File: src/rtl/hbse_pkg.sv
// Shared types, constants and choice helpers for the halo box segment enumerator.
// No dependencies; imported by hbse_lane, hbse_merge and the top level.
package hbse_pkg;

  localparam int COORD_W  = 16;
  localparam int AXES     = 3;
  localparam int NUM_W    = 5;
  localparam int DIM_W    = 2;

  localparam int S_FIELDS_W = DIM_W + 3 * AXES * COORD_W;
  localparam int S_TDATA_W  = ((S_FIELDS_W + 7) / 8) * 8;
  localparam int M_FIELDS_W = 2 * AXES * COORD_W + NUM_W;
  localparam int M_TDATA_W  = ((M_FIELDS_W + 7) / 8) * 8;

  // per-axis interval choice
  localparam logic [1:0] CH_LEFT   = 2'd0;
  localparam logic [1:0] CH_CENTRE = 2'd1;
  localparam logic [1:0] CH_RIGHT  = 2'd2;

  typedef logic [COORD_W-1:0] coord_t;

  // one axis: offset and length of left/centre/right, non-empty mask, bad flag
  typedef struct packed {
    logic [2:0][COORD_W-1:0] off;
    logic [2:0][COORD_W-1:0] len;
    logic [2:0]              nz;
    logic                    bad;
  } lane_t;

  typedef struct packed {
    logic [AXES-1:0][COORD_W-1:0] off;
    logic [AXES-1:0][COORD_W-1:0] len;
    logic [NUM_W-1:0]             num;
    logic                         last;
    logic                         status;
  } seg_t;

  function automatic logic [1:0] lo_choice(input logic [2:0] m);
    logic [1:0] d;
    if (m[0]) d = CH_LEFT;
    else if (m[1]) d = CH_CENTRE;
    else d = CH_RIGHT;
    return d;
  endfunction

  function automatic logic [1:0] hi_choice(input logic [2:0] m);
    logic [1:0] d;
    if (m[2]) d = CH_RIGHT;
    else if (m[1]) d = CH_CENTRE;
    else d = CH_LEFT;
    return d;
  endfunction

  // next non-empty choice above d: {found, digit}
  function automatic logic [2:0] next_choice(input logic [2:0] m, input logic [1:0] d);
    logic [2:0] r;
    r = {1'b0, CH_LEFT};
    case (d)
      CH_LEFT: begin
        if (m[1]) r = {1'b1, CH_CENTRE};
        else if (m[2]) r = {1'b1, CH_RIGHT};
      end
      CH_CENTRE: begin
        if (m[2]) r = {1'b1, CH_RIGHT};
      end
      default: r = {1'b0, CH_LEFT};
    endcase
    return r;
  endfunction

endpackage

File: src/rtl/hbse_lane.sv
// One axis lane: splits the mesh extent into left, centre and right intervals.
// Depends on hbse_pkg.
module hbse_lane (
  input  logic                 clk,
  input  logic                 load,
  input  logic                 used,
  input  hbse_pkg::coord_t     mesh,
  input  hbse_pkg::coord_t     inner,
  input  hbse_pkg::coord_t     start,
  output hbse_pkg::lane_t      lane
);
  import hbse_pkg::*;

  logic [COORD_W:0] sum;
  coord_t           right_len;
  lane_t            lane_next;

  assign sum       = {1'b0, start} + {1'b0, inner};
  assign right_len = mesh - sum[COORD_W-1:0];

  always_comb begin
    lane_next = '0;
    if (used) begin
      lane_next.off[0] = '0;
      lane_next.len[0] = start;
      lane_next.off[1] = start;
      lane_next.len[1] = inner;
      lane_next.off[2] = sum[COORD_W-1:0];
      lane_next.len[2] = right_len;
      lane_next.nz     = {right_len != '0, 1'b1, start != '0};
      lane_next.bad    = (inner == '0) || (sum > {1'b0, mesh});
    end else begin
      lane_next.nz = 3'b001;
    end
  end

  always_ff @(posedge clk) begin
    if (load) begin
      lane <= lane_next;
    end
  end

endmodule

File: src/rtl/hbse_merge.sv
// Merging sequencer: steps the per-axis choice odometer over non-empty
// intervals and registers one segment beat per cycle while m_ready allows. Depends on hbse_pkg.
module hbse_merge (
  input  logic                           clk,
  input  logic                           rst,
  input  logic                           start,
  input  hbse_pkg::lane_t [hbse_pkg::AXES-1:0] lanes,
  output logic                           ready,
  output logic                           m_valid,
  input  logic                           m_ready,
  output hbse_pkg::seg_t                 m_seg
);
  import hbse_pkg::*;

  typedef enum logic [1:0] {ST_IDLE, ST_LOAD, ST_RUN} state_t;

  state_t                   state;
  logic [AXES-1:0][1:0]     dig;
  logic [AXES-1:0][1:0]     dig_next;
  logic [NUM_W-1:0]         count;
  logic                     bad;
  logic                     last;
  seg_t                     seg_next;

  always_comb begin
    logic       carry;
    logic [2:0] nc;
    bad   = 1'b0;
    last  = 1'b1;
    carry = 1'b1;
    for (int a = 0; a < AXES; a++) begin
      bad  = bad | lanes[a].bad;
      last = last & (dig[a] == hi_choice(lanes[a].nz));
    end
    for (int a = AXES - 1; a >= 0; a--) begin
      nc = next_choice(lanes[a].nz, dig[a]);
      dig_next[a] = dig[a];
      if (carry) begin
        if (nc[2]) begin
          dig_next[a] = nc[1:0];
          carry = 1'b0;
        end else begin
          dig_next[a] = lo_choice(lanes[a].nz);
        end
      end
    end
  end

  always_comb begin
    seg_next = '0;
    if (bad) begin
      seg_next.last   = 1'b1;
      seg_next.status = 1'b1;
    end else begin
      for (int a = 0; a < AXES; a++) begin
        case (dig[a])
          CH_LEFT:   begin seg_next.off[a] = lanes[a].off[0]; seg_next.len[a] = lanes[a].len[0]; end
          CH_CENTRE: begin seg_next.off[a] = lanes[a].off[1]; seg_next.len[a] = lanes[a].len[1]; end
          CH_RIGHT:  begin seg_next.off[a] = lanes[a].off[2]; seg_next.len[a] = lanes[a].len[2]; end
          default:   begin seg_next.off[a] = '0; seg_next.len[a] = '0; end
        endcase
      end
      seg_next.num  = count;
      seg_next.last = last;
    end
  end

  assign ready = (state == ST_IDLE);

  always_ff @(posedge clk) begin
    if (rst) begin
      state   <= ST_IDLE;
      m_valid <= 1'b0;
      dig     <= '0;
      count   <= '0;
    end else begin
      if (m_valid && m_ready && (state != ST_RUN)) begin
        m_valid <= 1'b0;
      end
      unique case (state)
        ST_IDLE: begin
          if (start) state <= ST_LOAD;
        end
        ST_LOAD: begin
          for (int a = 0; a < AXES; a++) dig[a] <= lo_choice(lanes[a].nz);
          count <= '0;
          state <= ST_RUN;
        end
        ST_RUN: begin
          if (!m_valid || m_ready) begin
            m_valid <= 1'b1;
            m_seg   <= seg_next;
            if (bad || last) begin
              state <= ST_IDLE;
            end else begin
              dig   <= dig_next;
              count <= count + 1'b1;
            end
          end
        end
        default: state <= ST_IDLE;
      endcase
    end
  end

endmodule

File: src/rtl/halo_box_segment_enumerator.sv
// Halo box segment enumerator. One input beat describes a box; each result
// beat is one segment of the 3x3x3 split (empty only when no axis is used), or a single error beat.
// A box yields 1 to 27 segments. The three axis lanes are registered as
// the box is taken, ST_LOAD then sets the starting choices, and the choice
// odometer emits one segment a cycle while m_tready is high into the single
// output register. s_tready is high while no item is in work, so the next
// box is taken while the last segment still waits.
// Depends on hbse_pkg, hbse_lane and hbse_merge.
module halo_box_segment_enumerator (
  input  logic                          clk,
  input  logic                          rst,
  input  logic                          s_tvalid,
  output logic                          s_tready,
  // dim_count, mesh_x, mesh_y, mesh_z, inner_x, inner_y, inner_z,
  // start_x, start_y, start_z (lowest bits first), zero padded
  input  logic [hbse_pkg::S_TDATA_W-1:0] s_tdata,
  output logic                          m_tvalid,
  input  logic                          m_tready,
  // seg_off_x, seg_off_y, seg_off_z, seg_len_x, seg_len_y, seg_len_z,
  // seg_number (lowest bits first), zero padded
  output logic [hbse_pkg::M_TDATA_W-1:0] m_tdata,
  output logic                          m_tlast,   // seg_last
  output logic                          m_tuser    // box_status
);
  import hbse_pkg::*;

  localparam int MESH_LO  = DIM_W;
  localparam int INNER_LO = DIM_W + AXES * COORD_W;
  localparam int START_LO = DIM_W + 2 * AXES * COORD_W;

  logic                     accept;
  logic [DIM_W-1:0]         dim_count;
  lane_t [AXES-1:0]         lanes;
  seg_t                     seg;

  assign accept    = s_tvalid && s_tready;
  assign dim_count = s_tdata[DIM_W-1:0];

  for (genvar a = 0; a < AXES; a++) begin : g_lane
    hbse_lane u_lane (
      .clk   (clk),
      .load  (accept),
      .used  (dim_count > DIM_W'(a)),
      .mesh  (s_tdata[MESH_LO  + a*COORD_W +: COORD_W]),
      .inner (s_tdata[INNER_LO + a*COORD_W +: COORD_W]),
      .start (s_tdata[START_LO + a*COORD_W +: COORD_W]),
      .lane  (lanes[a])
    );
  end

  hbse_merge u_merge (
    .clk     (clk),
    .rst     (rst),
    .start   (accept),
    .lanes   (lanes),
    .ready   (s_tready),
    .m_valid (m_tvalid),
    .m_ready (m_tready),
    .m_seg   (seg)
  );

  assign m_tdata = {{(M_TDATA_W - M_FIELDS_W){1'b0}}, seg.num, seg.len, seg.off};
  assign m_tlast = seg.last;
  assign m_tuser = seg.status;

  a_err_last: assert property (@(posedge clk) disable iff (rst)
    m_tvalid && m_tuser |-> m_tlast)
    else $error("error beat without last");

  a_err_zero: assert property (@(posedge clk) disable iff (rst)
    m_tvalid && m_tuser |-> m_tdata == '0)
    else $error("error beat carries segment data");

  a_busy: assert property (@(posedge clk) disable iff (rst)
    accept |=> !s_tready)
    else $error("input taken while item in work");

  a_num: assert property (@(posedge clk) disable iff (rst)
    m_tvalid |-> seg.num <= NUM_W'(26))
    else $error("segment number beyond range");

endmodule

File: config.mk
export PLATFORM = sky130hd
export DESIGN_NAME = halo_box_segment_enumerator
export DESIGN_NICKNAME = d
export VERILOG_FILES = /design/src/rtl/hbse_pkg.sv /design/src/rtl/hbse_lane.sv /design/src/rtl/hbse_merge.sv /design/src/rtl/halo_box_segment_enumerator.sv
export SDC_FILE = /design/constraint.sdc
export NUM_CORES = 1
export LEC_CHECK = 0
export BUFFER_PORTS_ARGS = -buffer_cell sky130_fd_sc_hd__buf_2
export CORE_MARGIN = 8
export CORE_UTILIZATION = 55
export CTS_BUF_LIST = sky130_fd_sc_hd__clkbuf_16
export DETAILED_ROUTE_END_ITERATION = 10
export PLACE_DENSITY = 0.86
export SLEW_MARGIN = 10
export SYNTH_ARGS = -nofsm -noshare
export SYNTH_HDL_FRONTEND = slang
export SYNTH_SLANG_ARGS = --single-unit
export TNS_END_PERCENT = 20
File: constraint.sdc
create_clock -name clk -period 11.9 [get_ports clk]
set_clock_uncertainty 0.2 [all_clocks]
set_input_delay 1.785 -clock clk [delete_from_list [all_inputs] [get_ports clk]]
set_output_delay 1.785 -clock clk [all_outputs]
set_load 0.1 [all_outputs]
==> results of run 1 <==
## cell usage after synthesis, drive strengths merged (44+ instances only)
cell,instances,share of area
edfxtp,307,0.48
nor2,226,0.045
ha,130,0.085
inv,130,0.026
and2,114,0.038
a21oi,75,0.020
clkbuf,73,0.015
nand2,72,0.014
o21ai,51,0.014
a22oi,50,0.020
a222oi,48,0.025
xnor2,47,0.022
and3,44,0.014
## routing by layer
metal | global-route usage | up-vias | wire length, um
met4 | 0.0907 | 0 | 1790
met1 | 0.336 | 7196 | 22400
met5 | 0 | - | 0
met3 | 0.0344 | 104 | 4120
met2 | 0.401 | 707 | 24500
li1 | - | 7124 | -
## path summary, 6_finish.rpt
path | slack, ns | end
max reg2reg | 8.29 | g_lane[1].u_lane.lane[86]
max | 5.81 | g_lane[0].u_lane.lane[51]
min | 0.34 | u_merge.count[4]
min reg2reg | 0.34 | u_merge.count[4]
## power groups by stage
stage / Clock (mW) / Combinational [mW] / Sequential [mW]
floorplan: 0 / 0.648 / 1.56
global placement: 0 / 0.966 / 1.46
detailed placement: 0 / 0.989 / 1.47
CTS: 1.01 / 0.995 / 1.44
global route: 1.05 / 1.09 / 1.46
finish: 0.996 / 1.01 / 1.45
## placed cells by master (no fill, tap or decap), drive strengths merged, types with 35 or more instances in the layout
master and count:
edfxtp 307, buf 263, nor2 226, inv 139, ha 130, and2 114
a21oi 75, nand2 72, o21ai 51, a22oi 50, a222oi 48, xnor2 47
and3 44, nor4 36, clkbuf 35
## sequential cells by signal, summed over array words and instances, names as in the netlist
| name | flops |
|---|---|
| u_merge.state | 2 |
| u_merge.m_valid | 1 |
| u_merge.dig | 6 |
| u_merge.m_seg | 103 |
| u_merge.count | 5 |
| g_lane.u_lane.lane | 204 |
## worst max-delay path, stage by stage
cell	delay [ns]
buf_2	0.12
ha_1	0.24
fa_1	0.45
a211oi_2	0.43
o21ai_0	0.30
a2111o_1	0.43
a21oi_1	0.24
nor2b_1	0.07
o21ai_0	0.20
nand2b_1	0.13
xnor2_1	0.33
inv_1	0.10
ha_1	0.41
nor2b_1	0.19
nand2_1	0.08
mux2i_1	0.06
nor4b_1	0.43
nor2_1	0.14
## stage by stage
step	util	power, mW	instances
floorplan	-	2.21	1793
global placement	0.600	2.43	2429
detailed placement	0.600	2.46	2429
CTS	0.631	3.45	2492
global route	0.631	3.60	2493
finish	0.631	3.45	2493
## cell type report
class,instances,share of cell area
antenna,1,0.000115
clock buffer,35,0.0404
clock inverter,28,0.00813
inverter,131,0.0227
multi-input combinational,1259,0.403
sequential,321,0.438
tap,455,0.0262
timing repair buffer,263,0.0617
## kinds of logic (layout without fill, tap and decap cells)
kind of cell / Yosys count / in the layout / share of synthesized area
flip-flops: 321 / 321 / 0.498
adder cells (fa/ha/maj): 136 / 136 / 0.0916
XOR/XNOR: 70 / 70 / 0.0326
multiplexers: 18 / 18 / 0.00971
buffers and inverters: 213 / 457 / 0.0441
AND/OR/NAND/NOR: 644 / 644 / 0.172
other: 1 / 4 / 0.000197
AO/OA/AOI/OAI: 388 / 388 / 0.151
==> results.cfg, run 1 <==
[timing]
setup_violations = 0
max_slew_margin = 0.192
fmax_mhz = 164
hold_slack_ns = 0.338
tightest_slew_ns = 1.21
slew_violations = 0
setup_slack_ns = 5.81
hold_violations = 0
rsz0062_at_grt = false
timing.final.crit_period_ns = 6.09
fin_crit_sh = 0.512
tns_ns = 0

[power_and_ir_drop]
sw_frac_of_total = 0.333
power_switching_mw = 1.15
pwr-share-comb = 0.293
pwr-share-seq = 0.419
p_int_mw = 2.30
peakVddDrop_mv = 0.0897
p_per_area_mw_per_mm2 = 159
p_leak_nw = 8.85
clkPwrFrac = 0.288

[place]
dp_slack_ns = 5.41
place_area_mm2 = 0.0206
numPortBuffers = 254
dpl.hpwl_um = 40300
place.gp.congestion = 0.974

[final_layout]
num-fill-cells = 2809
multi_input_area_mm2 = 0.00875
area_growth_pct = 13.8
final_area_mm2 = 0.0217
layout.nets = 2303
final-seq-area_mm2 = 0.00950
drive_gt1_frac = 0.169

[synthesis]
syn-cell-area_mm2 = 0.0191
avgSynthCellArea_um2 = 10.6
yosysUniqueCellTypes = 87
synth-seq-area-share = 0.498
synth-seq-cells = 321
yosys_warnings = 0
synth_edf_count = 307
synth_ff_type = edfxtp_1
netlist_instances = 1791
async_reset_ff_frac = 0

[drt]
via_per_inst = 6.07
drtIter0Drc = 1530
drc = 0
vias = 15100
first_pass_iters = 7
postRouteAntennaNets = 0
wl_per_cell_um = 21.2
drt_wl_total_um = 52800

[clock_tree]
clock_latency_ns = 0.52
cts.clk_slew.worst_paths_ns = 0.06
clock-root-buffer = clkbuf_16
clockBufferDepth = 3
cts_inserted_buffers = 35
postCtsSetupBuffers = 0
cts_tree = yes
htree_levels = 2
holdBufCountCts = 0
numClockSinks = 321
cts_resized = 0

[global_routing]
grt_usage = 0.247
grt_pass1_wl_um = 81100
overflow = 0
grt_max_degree = 85
antenna_found_initial = 1
grt_pass1_vias = 14900

[floorplan]
die_x_um = 202
die_area_mm2 = 0.0409
core-area_mm2 = 0.0344
rows = 68
ios = 264
initial_core_util = 0.555
die_h_um = 202

[worst_setup_path]
critical_path.reg2reg.startpoint = u_merge.state[1]
startpoint_type = input pin
r2r_cells = 5
critPathArrivalTime_ns = 6.14
worstSetupEndpointType = register
cp_max_fo = 9
cp-startpoint = s_tdata[50]
critPathKind = input pin to register
cp.required_ns = 11.95

[hold_path]
min-delay-start = u_merge.count[4]
min_path_cells = 2
hold_class = register to register

[outcome]
status = finished, final reports clean

[flow_run]
drv_cap = 0
Note: power is estimated with default switching activity, not from simulation.
==> run 2: changes to the inputs <==
--- a/config.mk
+++ b/config.mk
@@ -5,9 +5,10 @@
 export SDC_FILE = /design/constraint.sdc
 export NUM_CORES = 1
 export LEC_CHECK = 0
+export ABC_AREA = 1
 export BUFFER_PORTS_ARGS = -buffer_cell sky130_fd_sc_hd__buf_2
 export CORE_MARGIN = 8
-export CORE_UTILIZATION = 55
+export CORE_UTILIZATION = 53
 export CTS_BUF_LIST = sky130_fd_sc_hd__clkbuf_16
 export DETAILED_ROUTE_END_ITERATION = 10
 export PLACE_DENSITY = 0.86
==> constraint.sdc (replaced) <==
create_clock -name clk -period 5.1 [get_ports clk]
set_clock_uncertainty 0.2 [all_clocks]
set_input_delay 0.765 -clock clk [delete_from_list [all_inputs] [get_ports clk]]
set_output_delay 0.765 -clock clk [all_outputs]
set_load 0.1 [all_outputs]
==> results.cfg, run 2 <==
[hold_path]
min-delay-start = u_merge.count[4]
hold_class = register to register

[worst_setup_path]
r2r_cells = 9
cp-startpoint = s_tdata[130]
critPathKind = input pin to register
path_buf_inv = 4
cpPeakStageDelay_ns = 0.43
cp.required_ns = 5.12
critical_path.reg2reg.startpoint = u_merge.dig[5]
worstSetupEndpointType = register
r2r_end = u_merge.dig[1]
cp_slowest_cell = fa_1
cp.depth = 23
startpoint_type = input pin
cp_max_fo = 5
worst-r2r-setup-slack_ns = 2.07
critPathArrivalTime_ns = 4.18
crit_path_end = g_lane[2].u_lane.lane[3]
path_common_cell = nand2_1
path_delay_family = simple AND/OR/NAND/NOR gates
cp_cell_sequence = buf_2 -> ha_1 -> inv_1 -> fa_1 -> nor2_1 -> or2_2 -> xor2_1 -> inv_1 -> ha_1 -> nand2_1 -> inv_1 -> nand2_1 -> nand2_1 -> nand3_1 -> nand3_1 -> nand2_1 -> nand3_1 -> nand2_1 -> nand2_1 -> nand2_1 -> nand2_1 -> nor2_1 -> a21oi_1

[clock_tree]
htree_levels = 2
cts_resized = 0
clockBufferDepth = 3
numClockSinks = 321
cts.clk_slew.worst_paths_ns = 0.06
cts_tree = yes
postCtsSetupBuffers = 0
cts_inserted_buffers = 34
holdBufCountCts = 0
clock_latency_ns = 0.52
clock-root-buffer = clkbuf_16

[synthesis]
syn-cell-area_mm2 = 0.0197
synth.most_common_cell = nand2_1
synth_top_area_cell = edfxtp_1
yosysUniqueCellTypes = 43
yosys.area.top_type_share = 0.468
synth_ff_type = edfxtp_1
synth-seq-cells = 321
netlist_instances = 2412
synth.area.top_cells = edfxtp_1 (47%), nand2_1 (14%), ha_1 (8.3%)
avgSynthCellArea_um2 = 8.17
async_reset_ff_frac = 0
yosys_warnings = 0
synth_top_cells_by_count = nand2_1 (720), inv_1 (399), edfxtp_1 (307)
synth-seq-area-share = 0.482
synth_edf_count = 307

[power_and_ir_drop]
p_int_mw = 5.60
p_leak_nw = 10.7
pwr-share-comb = 0.341
peakVddDrop_mv = 0.214
sw_frac_of_total = 0.381
clkPwrFrac = 0.264
power_switching_mw = 3.44
pwr-share-seq = 0.395
p_per_area_mw_per_mm2 = 402

[floorplan]
die_x_um = 209
ios = 264
rows = 70
initial_core_util = 0.538
die_area_mm2 = 0.0436
core-area_mm2 = 0.0366
die_h_um = 209

[drt]
via_per_inst = 5.54
drc = 0
wl_per_cell_um = 18.0
first_pass_iters = 6
drt_wl_total_um = 56500
vias = 17400
postRouteAntennaNets = 0
drtIter0Drc = 1802

[final_layout]
top_register = g_lane.u_lane.lane
layout_common_cells = nand2_1 (719), inv_1 (405), edfxtp_1 (307), buf_2 (254), nor2_1 (230)
largest_reg_flops = 204
top_regs = g_lane.u_lane.lane x204, u_merge.m_seg x103, u_merge.dig x6
final_common_cell = nand2_1
diodes = 0
area_growth_pct = 14.2
final_area_mm2 = 0.0225
num-fill-cells = 3081
drive_gt1_frac = 0.131
layout.nets = 2942

[timing]
max_slew_margin = 0.186
fmax_mhz = 241
slew_violations = 0
hold_violations = 0
tns_ns = 0
setup_violations = 0
tightest_slew_ns = 1.22
fin_crit_sh = 0.815
timing.final.crit_period_ns = 4.15
rsz0062_at_grt = false

[global_routing]
grt_pass1_wl_um = 89100
grt_usage = 0.252
grt_max_degree = 101
overflow = 0
antenna_found_initial = 1
grt_pass1_vias = 17000

[place]
dpl.hpwl_um = 43900
numPortBuffers = 254
place.gp.congestion = 0.994
place_area_mm2 = 0.0214

[outcome]
status = finished, final reports clean

[flow_run]
drv_cap = 0
-- run 2: changes by cell type after synthesis, sizes merged, moves of 20 or more --
cell    previous run  this run
a21oi             75       160
a222oi            48         0
a22oi             50         0
a31oi             23        53
and2             114         2
and3              44         0
clkbuf            73        53
inv              130       401
nand2             72       731
nand2b            26         0
nand3             34       124
nand4             15        45
xnor2             47        10
-- run 2: worst min-delay path by stage --
stage | to | slack (ns) | depth (start not counted)
after detailed placement | u_merge.count[4] | 0.27 | 2
final | u_merge.count[4] | 0.29 | 2
after global placement | u_merge.count[4] | 0.26 | 2
after CTS | u_merge.count[4] | 0.29 | 2
after global routing | u_merge.count[4] | 0.31 | 2
after floorplan | u_merge.count[4] | 0.24 | 2
-- run 2: kinds of logic (layout without fill, tap and decap cells) --
kind of cell,count (synthesis),in the layout,share of synthesized area
simple gates,1192,1192,0.252
buf+inv,466,724,0.0896
flops,321,321,0.482
compound gates,272,272,0.0771
fa+ha+maj,136,136,0.0886
xor+xnor,24,24,0.0107
other cells,1,3,0.000190
-- run 2: cell type report --
cell class / instances / area [um2] / share of cell area
timing repair buffer: 264 / 1370 / 0.0607
clock inverter: 23 / 188 / 0.00834
clock buffer: 35 / 876 / 0.0389
tap: 468 / 586 / 0.0260
multi-input combinational: 1627 / 8470 / 0.377
inverter: 402 / 1510 / 0.0672
sequential: 321 / 9500 / 0.422
-- run 2: through the flow --
step / cells / util / setup slack (ns) / total power, mW / hold slack [ns]
3_5_place_dp: 3081 / 0.585 / 0.540 / 6.62 / 0.270
2_1_floorplan: 2414 / - / 0.253 / 5.83 / 0.242
4_1_cts: 3139 / 0.614 / 1.05 / 9.02 / 0.288
6_report: 3140 / 0.615 / 0.945 / 9.04 / 0.291
3_3_place_gp: 3081 / 0.585 / 0.696 / 6.52 / 0.256
5_1_grt: 3140 / 0.615 / 0.744 / 9.50 / 0.310
-- run 2: routing by layer --
layer  wire length, um  vias to the layer above  GRT usage  part of all wire
li1                  -                     8367          -                 -
met1             23100                     7983      0.330              0.41
met2             26100                      893      0.417              0.46
met3              5230                      146     0.0421             0.093
met4              2110                        0     0.0953             0.037
met5                 0                        -          0                 0
-- run 2: worst reg2reg max path, cell delays in order (launching register included) --
cell and delay (ns):
dfxtp_1 0.43, inv_1 0.11, ha_1 0.62, nor2_1 0.29
nor3_1 0.11, a31o_2 0.24, nor2_1 0.33, nand2_1 0.19
o21ai_0 0.30, a21oi_1 0.09
-- run 2: power groups by stage --
stage,sequential (mW),combinational (mW),clock [mW]
6_report,3.57,3.08,2.39
5_1_grt,3.59,3.40,2.51
4_1_cts,3.56,3.04,2.42
3_5_place_dp,3.62,3.00,0
3_3_place_gp,3.60,2.92,0
2_1_floorplan,3.99,1.84,0
